<file path="src/rtl/gibr_pkg.sv">
// Package: types and constants shared by the bilinear scaler files.
package gibr_pkg;

  localparam int SrcMax    = 256;
  localparam int DstMax    = 1024;
  localparam int FracBits  = 8;
  localparam int SrcAw     = 8;
  localparam int ProdW     = 18;
  localparam int NumSteps  = ProdW + FracBits;
  localparam int WrDelay   = NumSteps + 2;

  localparam logic [1:0] RegSrcW = 2'd0;
  localparam logic [1:0] RegSrcH = 2'd1;
  localparam logic [1:0] RegDstW = 2'd2;
  localparam logic [1:0] RegDstH = 2'd3;

  localparam logic CmdWrite = 1'b0;
  localparam logic CmdRead  = 1'b1;

  typedef struct packed {
    logic       cmd;
    logic [9:0] col;
    logic [9:0] row;
    logic [7:0] pixel_in;
  } in_item_t;

  typedef struct packed {
    logic [7:0] pixel_out;
    logic       out_of_range;
  } out_item_t;

endpackage

</file>
<file path="src/rtl/gibr_div.sv">
// Module: pipelined restoring divider, one quotient bit per stage.
module gibr_div (
  input  logic                          clk,
  input  logic                          rst_n,
  input  logic                          in_vld,
  input  logic [gibr_pkg::NumSteps-1:0] in_num,
  input  logic [10:0]                   in_den,
  input  logic [19:0]                   in_tag,
  output logic                          out_vld,
  output logic [gibr_pkg::NumSteps-1:0] out_quo,
  output logic [19:0]                   out_tag
);
  localparam int N = gibr_pkg::NumSteps;

  // Stage registers: entry i holds the state after i quotient bits
  logic             vld_r [1:N];
  logic [N-1:0]     num_r [1:N];
  logic [10:0]      den_r [1:N];
  logic [11:0]      rem_r [1:N];
  logic [19:0]      tag_r [1:N];

  // One quotient bit per stage, shifting the numerator through
  for (genvar i = 0; i < N; i++) begin : g_stage
    logic         vld_in;
    logic [N-1:0] num_in;
    logic [10:0]  den_in;
    logic [11:0]  rem_in;
    logic [19:0]  tag_in;
    logic [12:0]  trial;
    logic [11:0]  rem_nxt;
    logic [N-1:0] num_nxt;
    if (i == 0) begin : g_head
      assign vld_in = in_vld;
      assign num_in = in_num;
      assign den_in = in_den;
      assign rem_in = '0;
      assign tag_in = in_tag;
    end else begin : g_body
      assign vld_in = vld_r[i];
      assign num_in = num_r[i];
      assign den_in = den_r[i];
      assign rem_in = rem_r[i];
      assign tag_in = tag_r[i];
    end
    always_comb begin
      trial   = {rem_in, num_in[N-1]} - {2'b00, den_in};
      rem_nxt = trial[12] ? {rem_in[10:0], num_in[N-1]} : trial[11:0];
      num_nxt = {num_in[N-2:0], ~trial[12]};
    end
    always_ff @(posedge clk) begin
      if (!rst_n) vld_r[i+1] <= 1'b0;
      else        vld_r[i+1] <= vld_in;
      num_r[i+1] <= num_nxt;
      den_r[i+1] <= den_in;
      rem_r[i+1] <= rem_nxt;
      tag_r[i+1] <= tag_in;
    end
  end

  assign out_vld = vld_r[N];
  assign out_quo = num_r[N];
  assign out_tag = tag_r[N];
endmodule

</file>
<file path="config.mk">
export PLATFORM = sky130hd
export DESIGN_NAME = gibr_div
export DESIGN_NICKNAME = d
export VERILOG_FILES = /design/src/rtl/gibr_pkg.sv /design/src/rtl/gibr_div.sv
export SDC_FILE = /design/constraint.sdc
export NUM_CORES = 2
export LEC_CHECK = 0
export ABC_AREA = 1
export BUFFER_PORTS_ARGS = -buffer_cell sky130_fd_sc_hd__buf_4
export CAP_MARGIN = 40
export CORE_MARGIN = 1.5
export CORE_UTILIZATION = 40
export CTS_CLUSTER_DIAMETER = 30
export DETAILED_ROUTE_END_ITERATION = 16
export HOLD_SLACK_MARGIN = 0.02
export PLACE_DENSITY_LB_ADDON = 0.3
export REMOVE_ABC_BUFFERS = 1
export SLEW_MARGIN = 20
export SYNTH_ARGS = -nofsm -noshare
export SYNTH_HDL_FRONTEND = slang
export SYNTH_SLANG_ARGS = --single-unit
</file>
<file path="constraint.sdc">
create_clock -name clk -period 2.21 [get_ports clk]
set_input_delay 0.663 -clock clk [delete_from_list [all_inputs] [get_ports clk]]
set_output_delay 0.663 -clock clk [all_outputs]
set_load 0.005 [all_outputs]
</file>
==> flow_metrics.py <==
metrics = {
    "power": {
        "switching_share_pct": 33.1,
        "p_switching_w": 0.0429,
        "power_frac_seq_pct": 33.4,
        "max-vdd-ir-drop_v": 0.000950,
        "power.leakage_nw": 38.8,
        "share_comb_of_total_power_pct": 27.4,
        "internal_power_summed_over_all_cells_w": 0.0867,
        "power.density_mw_per_mm2": 1720,
        "power_frac_clock_pct": 39.2,
    },
    "synthesis": {
        "synth_sequential_area_ratio_pct": 60.8,
        "dominant_combinational_cell_family_by_area_after_synthesis": "simple AND/OR/NAND/NOR gates",
        "ys.flop_type": "sky130_fd_sc_hd__dfxtp_1",
        "synthSimpleGateAreaFrac_pct": 22.7,
        "netlist_area_mm2": 0.0591,
        "synth.lib_cells_used.distinct": 34,
        "synth_cells": 6588,
        "synth_adder_area_share_pct": 6.65,
        "ys_top_cells_by_count": "sky130_fd_sc_hd__nand2_1 (1991), sky130_fd_sc_hd__dfxtp_1 (1796), sky130_fd_sc_hd__inv_1 (1106), sky130_fd_sc_hd__nand3_1 (770), sky130_fd_sc_hd__ha_1 (276)",
        "post_synth_xor_area_fraction_pct": 1.21,
        "synth_top_cell_area_share_pct": 60.8,
        "synthMostInstantiatedCell": "sky130_fd_sc_hd__nand2_1",
        "synth-seq-cells": 1796,
        "number_of_enable_flip_flop_cells_after_synthesis": 0,
        "ys_top_cells_by_area": "sky130_fd_sc_hd__dfxtp_1 (61%), sky130_fd_sc_hd__nand2_1 (13%), sky130_fd_sc_hd__inv_1 (7.0%)",
        "synth_compound_area_share_pct": 1.08,
        "ys.warnings.count": 0,
        "synth_top_area_cell": "sky130_fd_sc_hd__dfxtp_1",
        "synth.avg_cell_area_um2": 8.98,
        "synth_mux_area_share_pct": 0,
        "synth-async-reset-ratio_pct": 0,
    },
    "sta": {
        "final.min_clock_period_ns": 2.09,
        "timing.clock.skew_ns": 0.0602,
        "achievable-frequency_ghz": 0.478,
        "finalSetupViolations": 0,
        "drv_slew": 0,
        "timing.final.hold_violations": 0,
        "holdWs_ns": 0.144,
        "grt_setup_unrepaired": "true",
        "fin_crit_sh_pct": 94.6,
        "worst_pin_slew_ns": 0.512,
        "finalWorstSetupSlack_ns": 0.120,
        "worst_slew_margin_rel_pct": 65.8,
    },
    "detailed_routing": {
        "topRoutingLayerUsed": "met4",
        "postRouteWirelength_mm": 122,
        "vias_per_cell": 4.45,
        "vias": 41600,
        "wl_met3_mm": 5.95,
        "detailroute.wirelength.met2_mm": 56.4,
        "drt-initial-drc-count": 2297,
        "dr.pass1.iters": 6,
        "postRouteAntennaNets": 0,
        "route.detailed.wl_per_inst_um": 13.1,
        "wl_met1_mm": 55.4,
        "drc": 0,
    },
    "floorplanning": {
        "die_h_um": 388,
        "initial_utilization_pct": 40.4,
        "die_area_mm2": 0.150,
        "design.core.area_mm2": 0.146,
        "floorplan.io_pins": 107,
        "floorplan.die.width_um": 388,
        "rows": 140,
    },
    "finish": {
        "final_layout_size_suffix_gt1_share_pct": 12.2,
        "post-route-util_pct": 51.5,
        "area.growth.synth_to_final_pct": 27.2,
        "num-nets-final": 7516,
        "finished_cell_area_mm2": 0.0753,
    },
    "grt": {
        "grt_start_max_net_pins": 27,
        "grt_pass1_vias": 40400,
        "global_route.usage.total_pct": 16.2,
        "grt_overflow_total": 0,
        "grt_first_pass_wirelength_mm": 199,
        "antenna_found_initial": 0,
    },
    "hold_path": {
        "hold_class": "input port to flop",
    },
    "critical_path": {
        "cp-start-kind": "flop",
        "crit_path_max_fanout": 6,
        "cpMaxStageDelayCell": "sky130_fd_sc_hd__fa_1",
        "timing.critical_path.to": "rem_r[5][46]$_DFF_P_",
        "timing.critical_path.mode_cell": "sky130_fd_sc_hd__nand3_1",
        "capture_instance_of_the_worst_register_to_register_path": "rem_r[5][46]$_DFF_P_",
        "cp.arrival_ns": 2.80,
        "timing.critical_path.required_ns": 2.92,
        "cp_cell_sequence": "ha_1, inv_1, fa_1, nand3_1, nand3_1, nand3_1, nand3_1, nand2_4, nand2_2, nand2_1, nand2_1",
        "rr_startpoint": "den_r[22][0]$_DFF_P_",
        "worst-r2r-setup-slack_ns": 0.12,
        "number_of_cells_on_the_worst_reg_to_reg_path": 11,
        "worst_setup_startpoint": "den_r[22][0]$_DFF_P_",
        "worst_setup_ep_type": "flop",
        "critical_path.max_stage_delay_ns": 0.44,
        "path_class": "flop to flop",
    },
    "place": {
        "dp_slack_ns": -0.0412,
        "dpl-instance-area_mm2": 0.0627,
        "detailedPlacementHpwl_mm": 90.8,
        "globalplace.congestion": 0.910,
        "port_buffers": 106,
    },
    "clock_network": {
        "cts_tree": "done",
        "h-tree-depth": 5,
        "total_clock_buffers_created_by_cts": 337,
        "clkSlewWorstSetupHoldPaths_ns": 0.05,
        "cts.root.buffer_cell": "sky130_fd_sc_hd__clkbuf_16",
        "numClockSinks": 1796,
        "clock_tree.buffer_depth": 4,
        "worstSkewPairLatency_ns": 0.87,
    },
    "outcome": {
        "result_of_the_run": "complete, no violations",
    },
    "flow_run": {
        "cap_violations": 0,
    },
}
## stage by stage
step / power (W) / instances / setup TNS, ns
after detailed placement: 0.0783 / 8651 / -0.198
after floorplan: 0.0673 / 6543 / 0
after CTS: 0.130 / 9311 / 0
after global placement: 0.0781 / 8651 / -0.256
final: 0.130 / 9337 / 0
after global routing: 0.138 / 9336 / -0.194
## cells in the final DEF (no fill, tap or decap), drive strengths merged, types with 2 or more instances in the layout
master       netlist  routed
clkinvlp           0      45
inv             1108    1175
clkinv             0      61
o21bai             2       2
dlygate4sd3        0      58
xor2              79      79
nand3            780     780
conb               1       4
clkbuf             3     393
bufinv             0      36
nor2             160     160
fa                24      24
xnor2              3       3
ha               276     276
dfxtp           1796    1796
nand2           2039    2039
nand4            123     123
nor3              25      25
a21oi            109     109
o21ai             12      12
buf               45     216
## worst max-delay path, delay by kind of cell (launching register included)
family,cells,cell delay [ns]
adder cells (fa/ha/maj),2,0.61
buffers and inverters,1,0.08
AND/OR/NAND/NOR,8,0.89
flip-flops,1,0.41
## routing by layer
metal / GRT usage (%) / vias to the layer above
li1: - / 21700
met1: 20.3 / 18600
met2: 26.8 / 982
met3: 3.35 / 338
met4: 7.37 / 0
met5: 0 / -
## kinds of logic (layout without fill, tap and decap cells)
group,count (synthesis),after routing
compound gates,123,123
other cells,1,5
flops,1796,1796
simple gates,3130,3130
buf+inv,1156,1984
xor+xnor,82,82
fa+ha+maj,300,300
## what timing repair did
item                                    in CTS  in global routing
cloned                                       0                  0
hold endpoints to repair                    58                  0
hold buffers                                58                  0
resized for setup                            1                 32
pin swaps                                    0                 17
endpoints found under the setup margin       5                145
buffers inserted                             0                 25
## cell type report
type / instances / area [µm²]
fillers: 13200 / 71000
flip-flops and latches: 1796 / 36000
multi-input cells: 3639 / 18900
clock buffers: 393 / 9080
inverters: 1108 / 4160
clock inverters: 209 / 2560
well taps: 1917 / 2400
repair buffers: 274 / 2240
diodes: 1 / 2.50
## power groups by stage
stage	Sequential, W	Clock, W	Combinational, W
6_report	0.0433	0.0508	0.0355
5_1_grt	0.0439	0.0538	0.0407
4_1_cts	0.0434	0.0521	0.0347
3_5_place_dp	0.0440	0	0.0343
3_3_place_gp	0.0441	0	0.0340
2_1_floorplan	0.0419	0	0.0254
## state kept, by name (all words and copies together), names as in the netlist
signal / flops
rem_r: 299
num_r: 676
den_r: 275
tag_r: 520
vld_r: 26
## worst min-delay path by stage
| stage | startpoint | endpoint | slack (ns) | cells after the start |
|---|---|---|---|---|
| finish | rst_n | vld_r[1][4]$_DFF_P_ | 0.14 | 3 |
| CTS | rst_n | vld_r[1][6]$_DFF_P_ | 0.07 | 3 |
| global route | rst_n | vld_r[1][1]$_DFF_P_ | 0.1 | 3 |
| detailed placement | num_r[0][73]$_DFF_P_ | num_r[0][100]$_DFF_P_ | 0.31 | 0 |
| global placement | tag_r[23][3]$_DFF_P_ | tag_r[24][3]$_DFF_P_ | 0.31 | 0 |
| floorplan | num_r[0][73]$_DFF_P_ | num_r[0][100]$_DFF_P_ | 0.31 | 0 |
No activity file was read; power rests on OpenSTA's default activity.
